## src/design/ufp_pkg.sv

```systemverilog
package ufp_pkg;

   localparam int BYTE_W   = 8;
   localparam int PHASE_W  = 3;
   localparam int STATUS_W = 3;
   localparam int POS_W    = 9;
   localparam int LEN_W    = 16;
   localparam int CFG_W    = 10;

   // largest payload the parser will take, whatever the register says
   localparam int PAYLOAD_DEPTH = 512;
   localparam int CNT_W         = $clog2(PAYLOAD_DEPTH + 1);

   localparam logic [CFG_W-1:0]  CFG_RESET = CFG_W'(512);
   localparam logic [BYTE_W-1:0] SYNC1     = 8'hB5;
   localparam logic [BYTE_W-1:0] SYNC2     = 8'h62;

   localparam logic [PHASE_W-1:0] PH_SYNC1   = 3'd0;
   localparam logic [PHASE_W-1:0] PH_SYNC2   = 3'd1;
   localparam logic [PHASE_W-1:0] PH_CLASS   = 3'd2;
   localparam logic [PHASE_W-1:0] PH_ID      = 3'd3;
   localparam logic [PHASE_W-1:0] PH_LEN     = 3'd4;
   localparam logic [PHASE_W-1:0] PH_PAYLOAD = 3'd5;
   localparam logic [PHASE_W-1:0] PH_CK      = 3'd6;

   localparam logic [STATUS_W-1:0] ST_BUSY = 3'd0;
   localparam logic [STATUS_W-1:0] ST_DATA = 3'd1;
   localparam logic [STATUS_W-1:0] ST_OK   = 3'd2;
   localparam logic [STATUS_W-1:0] ST_BAD  = 3'd3;
   localparam logic [STATUS_W-1:0] ST_LONG = 3'd4;
   localparam logic [STATUS_W-1:0] ST_LOST = 3'd5;

   typedef struct packed {
      logic [STATUS_W-1:0] status;
      logic [BYTE_W-1:0]   payload_data;
      logic [POS_W-1:0]    payload_pos;
      logic [BYTE_W-1:0]   frame_class;
      logic [BYTE_W-1:0]   frame_id;
      logic [LEN_W-1:0]    frame_len;
   } rsp_type;

endpackage

```

## src/design/ubx_frame_parser_core.sv

```systemverilog
// UBX frame parser. One received serial byte enters on the req_ channel per
// word; every byte yields exactly one rsp_ word carrying a status code (busy,
// payload byte, frame ok, checksum bad, length too long, sync lost), the
// payload byte and its index when status is payload, and the class, id and
// declared length of the current frame.
// Pipeline: an input register, the parser step, and a result register. A
// byte accepted into the input register passes through the parser step into
// the result register and from there onto rsp_, and a byte can be accepted
// every cycle while rsp_stall is low: sustained rate is one byte per cycle,
// as the parser state updates once per accepted byte.
// When rsp_stall is high with a result waiting, the parser holds and the
// input register keeps one more byte; req_stall then rises until the result
// is taken. No word is dropped or duplicated.
// csr_ writes the payload length limit (10 bits); csr_ready is always high.
// The limit in effect is the smaller of that register and 512.
// Synchronous reset empties both registers, returns the parser to the sync
// hunt with sums and frame fields cleared, and sets the limit to 512.
module ubx_frame_parser_core (
   input  logic                            clock,
   input  logic                            reset,
   input  logic                            req_valid,
   output logic                            req_stall,
   input  logic [ufp_pkg::BYTE_W-1:0]      req_rx_byte,
   output logic                            rsp_valid,
   input  logic                            rsp_stall,
   output logic [ufp_pkg::STATUS_W-1:0]    rsp_status,
   output logic [ufp_pkg::BYTE_W-1:0]      rsp_payload_data,
   output logic [ufp_pkg::POS_W-1:0]       rsp_payload_pos,
   output logic [ufp_pkg::BYTE_W-1:0]      rsp_frame_class,
   output logic [ufp_pkg::BYTE_W-1:0]      rsp_frame_id,
   output logic [ufp_pkg::LEN_W-1:0]       rsp_frame_len,
   input  logic                            csr_valid,
   output logic                            csr_ready,
   input  logic [ufp_pkg::CFG_W-1:0]       csr_max_payload_len
);

   logic                        in_valid_ff, in_valid_in;
   logic [ufp_pkg::BYTE_W-1:0]  in_byte_ff;
   logic                        out_valid_ff, out_valid_in;
   ufp_pkg::rsp_type            out_ff;
   ufp_pkg::rsp_type            step_result;
   logic [ufp_pkg::CFG_W-1:0]   max_len_ff;
   logic                        fire;
   logic                        req_take;
   logic                        rsp_take;

   assign rsp_take  = out_valid_ff && !rsp_stall;
   assign fire      = in_valid_ff && (!out_valid_ff || !rsp_stall);
   assign req_stall = in_valid_ff && !fire;
   assign req_take  = req_valid && !req_stall;
   assign csr_ready = 1'b1;

   assign in_valid_in  = req_take || (in_valid_ff && !fire);
   assign out_valid_in = fire || (out_valid_ff && !rsp_take);

   ufp_parse u_parse (
      .clock   (clock),
      .reset   (reset),
      .fire    (fire),
      .rx_byte (in_byte_ff),
      .max_len (max_len_ff),
      .result  (step_result)
   );

   always_ff @(posedge clock) begin
      if (reset) begin
         in_valid_ff  <= 1'b0;
         out_valid_ff <= 1'b0;
         max_len_ff   <= ufp_pkg::CFG_RESET;
      end else begin
         in_valid_ff  <= in_valid_in;
         out_valid_ff <= out_valid_in;
         if (csr_valid && csr_ready) begin
            max_len_ff <= csr_max_payload_len;
         end
      end
   end

   always_ff @(posedge clock) begin
      if (req_take) begin
         in_byte_ff <= req_rx_byte;
      end
      if (fire) begin
         out_ff <= step_result;
      end
   end

   assign rsp_valid        = out_valid_ff;
   assign rsp_status       = out_ff.status;
   assign rsp_payload_data = out_ff.payload_data;
   assign rsp_payload_pos  = out_ff.payload_pos;
   assign rsp_frame_class  = out_ff.frame_class;
   assign rsp_frame_id     = out_ff.frame_id;
   assign rsp_frame_len    = out_ff.frame_len;

endmodule

```

## src/design/ufp_parse.sv

```systemverilog
module ufp_parse (
   input  logic                          clock,
   input  logic                          reset,
   input  logic                          fire,
   input  logic [ufp_pkg::BYTE_W-1:0]    rx_byte,
   input  logic [ufp_pkg::CFG_W-1:0]     max_len,
   output ufp_pkg::rsp_type              result
);

   localparam logic [ufp_pkg::LEN_W-1:0] DEPTH_LEN = ufp_pkg::LEN_W'(ufp_pkg::PAYLOAD_DEPTH);

   logic [ufp_pkg::PHASE_W-1:0] phase_ff, phase_in;
   logic [ufp_pkg::BYTE_W-1:0]  sum_a_ff, sum_a_in;
   logic [ufp_pkg::BYTE_W-1:0]  sum_b_ff, sum_b_in;
   logic [ufp_pkg::BYTE_W-1:0]  len_low_ff, len_low_in;
   logic [ufp_pkg::LEN_W-1:0]   length_ff, length_in;
   logic [ufp_pkg::CNT_W-1:0]   count_ff, count_in;
   logic [ufp_pkg::BYTE_W-1:0]  class_ff, class_in;
   logic [ufp_pkg::BYTE_W-1:0]  id_ff, id_in;
   logic                        sub_ff, sub_in;

   logic [ufp_pkg::BYTE_W-1:0]   sum_a_add, sum_b_add;
   logic [ufp_pkg::LEN_W-1:0]    limit;
   logic [ufp_pkg::CNT_W-1:0]    count_inc;
   logic [ufp_pkg::STATUS_W-1:0] status;
   logic [ufp_pkg::BYTE_W-1:0]   data;
   logic [ufp_pkg::POS_W-1:0]    pos;

   // Fletcher running sums with this byte added
   assign sum_a_add = sum_a_ff + rx_byte;
   assign sum_b_add = sum_b_ff + sum_a_add;
   assign count_inc = count_ff + ufp_pkg::CNT_W'(1);
   assign limit     = (ufp_pkg::LEN_W'(max_len) > DEPTH_LEN) ? DEPTH_LEN
                                                             : ufp_pkg::LEN_W'(max_len);

   always_comb begin
      phase_in   = phase_ff;
      sum_a_in   = sum_a_ff;
      sum_b_in   = sum_b_ff;
      len_low_in = len_low_ff;
      length_in  = length_ff;
      count_in   = count_ff;
      class_in   = class_ff;
      id_in      = id_ff;
      sub_in     = sub_ff;
      status     = ufp_pkg::ST_BUSY;
      data       = '0;
      pos        = '0;
      unique case (phase_ff)
         ufp_pkg::PH_SYNC2: begin
            if (rx_byte == ufp_pkg::SYNC2) begin
               phase_in = ufp_pkg::PH_CLASS;
            end else begin
               phase_in = ufp_pkg::PH_SYNC1;
               status   = ufp_pkg::ST_LOST;
            end
         end
         ufp_pkg::PH_CLASS: begin
            // sums restart at the class byte
            sum_a_in  = rx_byte;
            sum_b_in  = rx_byte;
            length_in = '0;
            class_in  = rx_byte;
            phase_in  = ufp_pkg::PH_ID;
         end
         ufp_pkg::PH_ID: begin
            id_in    = rx_byte;
            sum_a_in = sum_a_add;
            sum_b_in = sum_b_add;
            sub_in   = 1'b0;
            phase_in = ufp_pkg::PH_LEN;
         end
         ufp_pkg::PH_LEN: begin
            sum_a_in = sum_a_add;
            sum_b_in = sum_b_add;
            if (!sub_ff) begin
               len_low_in = rx_byte;
               sub_in     = 1'b1;
            end else begin
               sub_in    = 1'b0;
               length_in = {rx_byte, len_low_ff};
               count_in  = '0;
               if (length_in > limit) begin
                  status   = ufp_pkg::ST_LONG;
                  phase_in = ufp_pkg::PH_SYNC1;
               end else if (length_in == '0) begin
                  phase_in = ufp_pkg::PH_CK;
               end else begin
                  phase_in = ufp_pkg::PH_PAYLOAD;
               end
            end
         end
         ufp_pkg::PH_PAYLOAD: begin
            sum_a_in = sum_a_add;
            sum_b_in = sum_b_add;
            status   = ufp_pkg::ST_DATA;
            data     = rx_byte;
            pos      = count_ff[ufp_pkg::POS_W-1:0];
            if (ufp_pkg::LEN_W'(count_inc) >= length_ff) begin
               count_in = '0;
               sub_in   = 1'b0;
               phase_in = ufp_pkg::PH_CK;
            end else begin
               count_in = count_inc;
            end
         end
         ufp_pkg::PH_CK: begin
            if (!sub_ff) begin
               if (rx_byte == sum_a_ff) begin
                  sub_in = 1'b1;
               end else begin
                  status   = ufp_pkg::ST_BAD;
                  phase_in = ufp_pkg::PH_SYNC1;
               end
            end else begin
               sub_in   = 1'b0;
               status   = (rx_byte == sum_b_ff) ? ufp_pkg::ST_OK : ufp_pkg::ST_BAD;
               phase_in = ufp_pkg::PH_SYNC1;
            end
         end
         default: begin
            // hunt, also taken for the unused code
            phase_in = (rx_byte == ufp_pkg::SYNC1) ? ufp_pkg::PH_SYNC2 : ufp_pkg::PH_SYNC1;
         end
      endcase
   end

   always_ff @(posedge clock) begin
      if (reset) begin
         phase_ff   <= ufp_pkg::PH_SYNC1;
         sum_a_ff   <= '0;
         sum_b_ff   <= '0;
         len_low_ff <= '0;
         length_ff  <= '0;
         count_ff   <= '0;
         class_ff   <= '0;
         id_ff      <= '0;
         sub_ff     <= 1'b0;
      end else if (fire) begin
         phase_ff   <= phase_in;
         sum_a_ff   <= sum_a_in;
         sum_b_ff   <= sum_b_in;
         len_low_ff <= len_low_in;
         length_ff  <= length_in;
         count_ff   <= count_in;
         class_ff   <= class_in;
         id_ff      <= id_in;
         sub_ff     <= sub_in;
      end
   end

   assign result.status       = status;
   assign result.payload_data = data;
   assign result.payload_pos  = pos;
   assign result.frame_class  = class_in;
   assign result.frame_id     = id_in;
   assign result.frame_len    = length_in;

   a_payload_len_nonzero: assert property (@(posedge clock) disable iff (reset)
      phase_ff == ufp_pkg::PH_PAYLOAD |-> length_ff != '0)
      else $error("payload phase with zero length");

   a_count_below_len: assert property (@(posedge clock) disable iff (reset)
      phase_ff == ufp_pkg::PH_PAYLOAD |-> ufp_pkg::LEN_W'(count_ff) < length_ff)
      else $error("payload counter ran past frame length");

   a_len_within_depth: assert property (@(posedge clock) disable iff (reset)
      (phase_ff == ufp_pkg::PH_PAYLOAD || phase_ff == ufp_pkg::PH_CK)
      |-> length_ff <= DEPTH_LEN)
      else $error("accepted frame longer than payload depth");

   a_hold_when_idle: assert property (@(posedge clock) disable iff (reset)
      !reset && !fire |=> $stable(phase_ff) && $stable(sum_a_ff) && $stable(sum_b_ff))
      else $error("parser state moved without a word");

endmodule
```

## config.mk

```make
export PLATFORM = sky130hd
export DESIGN_NAME = ubx_frame_parser_core
export DESIGN_NICKNAME = d
export VERILOG_FILES = /design/src/design/ufp_pkg.sv /design/src/design/ubx_frame_parser_core.sv /design/src/design/ufp_parse.sv
export SDC_FILE = /design/constraint.sdc
export NUM_CORES = 1
export LEC_CHECK = 0
export BUFFER_PORTS_ARGS = -buffer_cell sky130_fd_sc_hd__buf_2
export CAP_MARGIN = 15
export CORE_MARGIN = 8
export CORE_UTILIZATION = 50
export DETAILED_ROUTE_END_ITERATION = 10
export GPL_ROUTABILITY_DRIVEN = 0
export GPL_TIMING_DRIVEN = 0
export MAX_ROUTING_LAYER = met4
export PLACE_DENSITY = 0.7
export RECOVER_POWER = 25
export SLEW_MARGIN = 20
export SYNTH_ARGS = -nofsm -noshare
export SYNTH_HDL_FRONTEND = slang
export SYNTH_HIERARCHICAL = 1
export SYNTH_SLANG_ARGS = --single-unit
export TNS_END_PERCENT = 30
```

## constraint.sdc

```tcl
create_clock -name clock -period 6.35 [get_ports clock]
set_input_delay 0.9525 -clock clock [delete_from_list [all_inputs] [get_ports clock]]
set_output_delay 0.9525 -clock clock [all_outputs]
set_load 0.01 [all_outputs]
```

==> results.ini, run 1 <==
[outcome]
status=finished, violations left
violations=max-capacitance violations, max-slew violations

[synthesis]
dominantRegCellSynth=dfxtp_1
postSynth.asyncResetShare=0
synth_fp_nets=740
syn_area_per_cell_sq_um=10.3
ys_types=72
synth_area_sq_um=7030
postSynthCellCount=680
synth-edff-count=60
ys_ff_latch=142
yosysWarningCount=6
seq_area_frac_synth=0.490

[sta]
tightest_slew_ns=2.26
layout_setup_ws_ns=2.08
max_freq_mhz=234
slew_violations=12
fin_skew_ns=0.00902
fin_crit_sh=0.673
hold_violations=0
fin_crit_ns=4.27
whs_ns=0.497
finalSetupViolCount=0
rsz0062_at_grt=no
relSlewSlack=-0.523

[job]
maxCapViolCount=1

[global_routing]
grt_pass1_vias=5572
grt_first_pass_wirelength_microns=27200
grt_start_max_net_pins=28
grtUsageTotal=0.195
grt_overflow=0
antenna_found_initial=0

[worst_setup_path]
critPathMaxFanout=16
rr_startpoint=in_valid_ff
critPathArrivalTime_ns=4.57
crit_path_start=rsp_stall
crit_required_ns=6.64
rr_worst_depth=7
cp-end-kind=register
r2r-end=u_parse/length_ff[5]
start_kind=input pin
critPathKind=in -> reg
r2r_setup_slack_ns=2.33

[floorplanning]
die_area_sq_um=18100
die_height_microns=135
coreArea_sq_um=13800
start_util=0.509
num_rows=43
io_pins=78
die_w_microns=135

[final_layout]
layout.cells.non_filler=970
area_growth_pct=17.3
finish.net_count=837
drive_above_1_share=0.194
fin_util=0.597
antenna_cells=0

[worst_hold_path]
min_from=u_parse/id_ff[6]
hold_class=reg -> reg
whs_endpoint=u_parse/id_ff[6]
hold_depth=2

[drt]
antenna_left=0
drt-total-wl_microns=16900
drt_iter0_markers=425
route.vias.total=5531
route.detailed.drc=0
wl_per_cell_microns=17.4
viasPerCell=5.70
first_pass_iters=5

[place]
pre_cts_slack_ns=2.82
dp.cells=938
dp_hpwl_microns=12400
io_buffers=76

[power]
leakage_nw=3.42
power_density_nw_per_um2=257
peakVddDrop_mv=0.162

[clock_tree]
cts_hold_buffers=0
cts_root_buffer=clkbuf_16
h-tree-depth=4
clkTransAtPathRegs_ns=0.06
clock_path_buffers=2
clk_latency_ns=0.43
cts.repair.resized=0
cts_tree=built
cts_buffers=17
post_cts_buffers=0
cts.sinks=142

## placed cells by master (no fill, tap or decap), types with 18 or more instances in the layout
cell type and instances:
a21oi_1 48, and3_1 21, buf_2 84, clkbuf_1 29, dfxtp_1 82, edfxtp_1 60
ha_1 35, inv_1 18, mux2i_1 42, nand2_1 57, nand3_1 25, nor2_1 69
## sequential cells by signal (all words and copies together) (netlist names), 9 cells and up
register,flops
rsp_frame_len,16
max_len_ff,10
u_parse/length_ff,16
u_parse/count_ff,10
rsp_payload_pos,9
## power by group
part           internal, mW  switching, mW  total (mW)
Clock                 0.543          0.401       0.944
Sequential            0.977         0.0136       0.991
Combinational        0.0710          0.114       0.185
## cells by family after synthesis
family / share of synthesized area
and+or+nand+nor: 0.152
DFF: 0.490
AOI/OAI and AO/OA: 0.135
buffers and inverters: 0.0368
muxes: 0.0854
adders and majority gates: 0.0679
xor gates and xnor gates: 0.0322
other: 0.000533
## critical path, stage by stage
cell	delay, ns
clkbuf_1	0.10
a21boi_0	1.67
buf_16	0.23
buf_2	0.18
clkbuf_1	0.47
clkbuf_1	0.61
mux2i_1	0.28
nor2_1	0.06
## cell type report
cell class              instances  area (sq um)
plain buffers                  41           178
well taps                     180           225
clock inverters                15           140
clock buffers                  17           425
flip-flops and latches        142          3440
inverters                      19          71.3
multi-input cells             478          3330
repair buffers                 78           433
fillers                      1138          5580
## worst max path at each step
stage,to,slack (ns)
3_5_place_dp,u_parse/sum_b_ff[7],2.82
2_1_floorplan,u_parse/length_ff[10],1.33
3_3_place_gp,u_parse/length_ff[5],-0.1
6_report,u_parse/length_ff[5],2.08
5_1_grt,u_parse/length_ff[5],1.78
4_1_cts,u_parse/sum_b_ff[7],2.80
## through the flow
stage | power, mW | TNS (ns) | instance area, sq um
after floorplan | 1.13 | 0 | 7030
after global routing | 2.19 | 0 | 8250
after detailed placement | 1.19 | 0 | 7710
after global placement | 1.18 | -0.855 | 7640
final | 2.12 | 0 | 8250
after CTS | 2.13 | 0 | 8270
## layer usage
metal | share of wire | up-vias | track usage
met5 | 0 | - | -
met4 | 0.014 | 0 | 0.0836
met3 | 0.065 | 20 | 0.0494
met2 | 0.48 | 205 | 0.306
met1 | 0.44 | 2637 | 0.233
li1 | - | 2669 | -
## synthesized netlist by cell type, drive strengths merged (2+ instances only)
library cell | n | area share
nor3 | 7 | 0.0080
o21bai | 2 | 0.0021
nand2b | 4 | 0.0036
and2 | 4 | 0.0037
a41oi | 3 | 0.0048
dfxtp | 82 | 0.23
o31ai | 2 | 0.0021
or2 | 3 | 0.0027
o211ai | 5 | 0.0060
nand3 | 25 | 0.018
and3 | 21 | 0.019
ha | 35 | 0.062
a21o | 14 | 0.015
o21a | 3 | 0.0032
nand2 | 57 | 0.030
xor2 | 9 | 0.012
edfxtp | 60 | 0.26
a2111oi | 2 | 0.0060
or4 | 2 | 0.0027
a22o | 16 | 0.020
fa | 2 | 0.0057
o2111ai | 2 | 0.0025
clkbuf | 24 | 0.013
a211oi | 5 | 0.0060
mux2 | 16 | 0.026
a311oi | 3 | 0.0037
a21oi | 48 | 0.034
nor2b | 5 | 0.0044
a32oi | 4 | 0.0050
nor4 | 7 | 0.0062
inv | 19 | 0.010
o21ai | 19 | 0.014
xnor2 | 16 | 0.020
nand4 | 5 | 0.0044
or3 | 3 | 0.0027
buf | 17 | 0.014
nor2 | 71 | 0.039
and2b | 3 | 0.0036
mux2i | 42 | 0.060
Note: power is estimated with default switching activity, not from simulation.
==> run 2: changes to the inputs <==
- clock period: 6.35 -> 4.4 ns (I/O delays scaled with it)
==> results.ini, run 2 (synthesized netlist as in run 1, its figures left out) <==
[place]
dp_hpwl_microns=12600
pre_cts_slack_ns=0.872
io_buffers=76

[worst_setup_path]
cp-end-kind=register
critPathMaxFanout=17
critPathArrivalTime_ns=3.85
cp_slowest_cell=clkbuf_1
path_cells=a21boi_4 -> clkbuf_1 -> buf_2 -> clkbuf_1 -> clkbuf_1 -> mux2i_1 -> nor2_1
crit_path_start=in_valid_ff
worst_path_largest_cell_delay_ns=0.84
rr_startpoint=in_valid_ff
start_kind=register
crit_top_cell=clkbuf_1
critPathKind=reg -> reg
crit_required_ns=4.69

[global_routing]
grt_first_pass_wirelength_microns=27400
antenna_found_initial=0
grt_overflow=0
grt_start_max_net_pins=27
grt_pass1_vias=5463
grtUsageTotal=0.197

[power]
intPower_mw=2.36
clkPwrFrac=0.449
swShare=0.234
power_frac_seq=0.465
combPwrFrac=0.086
power_density_nw_per_um2=374
peakVddDrop_mv=0.269
leakage_nw=3.41
switchingPower_uw=720

[floorplanning]
io_pins=78
die_area_sq_um=18100
start_util=0.509
die_height_microns=135
die_w_microns=135
coreArea_sq_um=13800
num_rows=43

[drt]
route.vias.total=5516
route.detailed.drc=0
drt_iter0_markers=399
viasPerCell=5.69
wl_per_cell_microns=17.5
antenna_left=0
first_pass_iters=5
drt-total-wl_microns=17000

[sta]
layout_setup_ws_ns=0.841
hold_violations=0
setup_tns_ns=0
tightest_slew_ns=1.06
fin_crit_ns=3.56
fin_crit_sh=0.809
slew_violations=0
relSlewSlack=0.292
rsz0062_at_grt=no
fin_skew_ns=0.00805
whs_ns=0.412
max_freq_mhz=281
finalSetupViolCount=0

[final_layout]
multi_input_area_sq_um=3340
area_growth_pct=17.1
finish.net_count=837
fillers=1133
seq_area_sq_um=3440
drive_above_1_share=0.189
layout_common_cells=82 x dfxtp_1, 82 x buf_2, 69 x nor2_1, 60 x edfxtp_1, 57 x nand2_1
antenna_cells=0

[clock_tree]
cts_hold_buffers=0
h-tree-depth=4
cts_tree=built
clock_path_buffers=2
post_cts_buffers=0
cts.repair.resized=0
cts_buffers=17
clk_latency_ns=0.42
clkTransAtPathRegs_ns=0.06
cts.sinks=142
cts_root_buffer=clkbuf_16

[job]
maxCapViolCount=0

[worst_hold_path]
min_from=req_rx_byte[7]
hold_class=in -> reg

[outcome]
status=complete, no violations

run 2: worst max-delay path, delay by kind of cell (launching register included):
family / cells / cell delay, ns
AOI/OAI and AO/OA: 1 / 0.48
and+or+nand+nor: 1 / 0.06
DFF: 1 / 0.36
buffers and inverters: 4 / 2.22
muxes: 1 / 0.29
run 2: path summary, 6_finish.rpt:
path / end / slack (ns) / cells after the start
hold reg to reg: u_parse/id_ff[7] / 0.49 / 2
hold / removal: in_byte_ff[7] / 0.41 / 1
setup / recovery: u_parse/length_ff[4] / 0.84 / 7
setup reg to reg: u_parse/length_ff[4] / 0.84 / 7
run 2: metal layers:
metal	vias to the layer above	track usage	share of wire
li1	2656	-	-
met1	2622	0.239	0.44
met2	207	0.306	0.48
met3	31	0.0498	0.059
met4	0	0.0848	0.021
met5	-	-	0
run 2: area by class of cell:
type / instances / share of cell area
repair buffers: 78 / 0.0494
clock inverters: 10 / 0.0137
flip-flops and latches: 142 / 0.418
inverters: 19 / 0.00866
plain buffers: 41 / 0.0216
multi-input cells: 478 / 0.406
clock buffers: 22 / 0.0552
well taps: 180 / 0.0274
run 2: power by group through the flow:
stage | combinational (mW) | clock (mW) | sequential [mW]
CTS | 0.268 | 1.41 | 1.43
global placement | 0.250 | 0 | 1.46
global route | 0.288 | 1.47 | 1.44
floorplan | 0.167 | 0 | 1.47
detailed placement | 0.266 | 0 | 1.46
finish | 0.264 | 1.38 | 1.43
run 2: per-stage QoR:
stage	std cells	area (sq um)	util	power, mW
global placement	936	7640	0.553	1.71
CTS	970	8270	0.598	3.11
global route	970	8230	0.596	3.19
detailed placement	938	7710	0.557	1.73
finish	970	8230	0.596	3.08
floorplan	680	7040	-	1.63
==> run 3: changes to the inputs <==
- clock period: 4.4 -> 3.6 ns (I/O delays scaled with it)
==> results.ini, run 3 (synthesized netlist as in run 1, its figures left out) <==
[outcome]
status=complete, no violations

[sta]
layout_setup_ws_ns=0.228
hold_violations=0
slew_violations=0
finalSetupViolCount=0
fin_skew_ns=0.00942
rsz0062_at_grt=no
tightest_slew_ns=0.800
whs_ns=0.290
fin_crit_ns=3.37
max_freq_mhz=297
fin_crit_sh=0.937
relSlewSlack=0.467

[worst_setup_path]
cp_slowest_cell=or4b_1
critPathKind=reg -> reg
path_delay_family=simple AND/OR/NAND/NOR gates
crit_top_cell=nor2_1
r2r_setup_slack_ns=0.23
r2r-end=u_parse/count_ff[6]
critPathBufInv=1
critPathMaxFanout=7
start_kind=register
rr_startpoint=u_parse/count_ff[0]
path_cells=and3_1 -> nand3_1 -> or2_1 -> nor2_1 -> xor2_1 -> ha_1 -> nand4_1 -> nor2_1 -> a211oi_2 -> a2111oi_4 -> or4b_1 -> buf_4 -> a21oi_1 -> a21o_1
critPathArrivalTime_ns=3.74
rr_worst_depth=14
worst_path_largest_cell_delay_ns=0.53
crit_required_ns=3.97
cp-end-kind=register

[place]
dp.cells=938
pre_cts_slack_ns=0.0169
io_buffers=76
dp_hpwl_microns=12300

[drt]
drt-total-wl_microns=16800
viasPerCell=5.65
drt_iter0_markers=422
route.detailed.drc=0
route.vias.total=5489
wl_per_cell_microns=17.3
first_pass_iters=5
antenna_left=0

[worst_hold_path]
whs_endpoint=in_byte_ff[2]
min_from=req_rx_byte[2]
hold_depth=1
hold_class=in -> reg

[job]
maxCapViolCount=0

[global_routing]
grt_first_pass_wirelength_microns=27000
antenna_found_initial=0
grt_pass1_vias=5448
grtUsageTotal=0.193
grt_start_max_net_pins=25
grt_overflow=0

[clock_tree]
h-tree-depth=4
cts_buffers=17
clock_path_buffers=2
clkTransAtPathRegs_ns=0.06
cts_tree=built
cts_root_buffer=clkbuf_16
cts_hold_buffers=0
cts.sinks=142
clk_latency_ns=0.42

[final_layout]
area_growth_pct=17.8
layout_common_cells=82 x dfxtp_1, 80 x buf_2, 69 x nor2_1, 60 x edfxtp_1, 57 x nand2_1
finish.net_count=838
fillers=1157
layout.cells.non_filler=972
mostFrequentLayoutCell=dfxtp_1
drive_above_1_share=0.197

[floorplanning]
start_util=0.509
die_height_microns=135
die_area_sq_um=18100
num_rows=43
coreArea_sq_um=13800
io_pins=78
die_w_microns=135

[power]
power_density_nw_per_um2=452
leakage_nw=3.43
peakVddDrop_mv=0.309

run 3: cell count changes in the layout (fill, tap and decap cells not counted), sizes merged:
cell	change
clkinvlp	+2
inv	-1
clkbuf	+1
bufinv	-1
diode	+1
run 3: where the power goes:
part           leakage, nW  internal, mW  switching, mW
sequential            1.24          1.72         0.0242
combinational         1.92         0.128          0.202
clock                0.268          1.00          0.667
run 3: area by class of cell:
cell class / count / area (sq um) / share of cell area
multi-input combinational: 478 / 3370 / 0.406
inverter: 19 / 71.3 / 0.00861
antenna: 1 / 2.50 / 0.000302
sequential: 142 / 3440 / 0.416
clock inverter: 10 / 88.8 / 0.0107
tap: 180 / 225 / 0.0272
clock buffer: 22 / 474 / 0.0572
timing repair buffer: 79 / 434 / 0.0524
buffer: 41 / 179 / 0.0216
run 3: metrics by stage:
step	setup TNS, ns	area (sq um)	util	total power, mW
2_1_floorplan	0	7050	-	2.00
3_3_place_gp	-1.32	7650	0.553	2.09
3_5_place_dp	0	7710	0.557	2.11
4_1_cts	0	8280	0.599	3.76
5_1_grt	0	8280	0.599	3.87
6_report	0	8290	0.599	3.75
run 3: metal layers:
layer,vias to the layer above,track usage,part of all wire
met5,-,-,0
met4,0,0.0686,0.015
met3,22,0.0531,0.057
met2,177,0.301,0.47
met1,2629,0.236,0.46
li1,2661,-,-
run 3: how the worst max path moves through the flow:
| stage | start | end | cells after the start |
|---|---|---|---|
| 6_report | u_parse/count_ff[0] | u_parse/count_ff[6] | 14 |
| 5_1_grt | u_parse/count_ff[0] | u_parse/count_ff[6] | 14 |
| 4_1_cts | in_byte_ff[0] | u_parse/sum_b_ff[7] | 13 |
| 3_5_place_dp | in_byte_ff[0] | u_parse/sum_b_ff[7] | 13 |
| 3_3_place_gp | rsp_stall | u_parse/length_ff[5] | 7 |
| 2_1_floorplan | in_byte_ff[0] | u_parse/sum_b_ff[7] | 13 |
run 3: repair_timing:
item / in CTS / in global routing
setup endpoints to repair: 1 / 1
setup buffers: 1 / 0
pin swaps: 0 / 2
resized for setup: 0 / 5
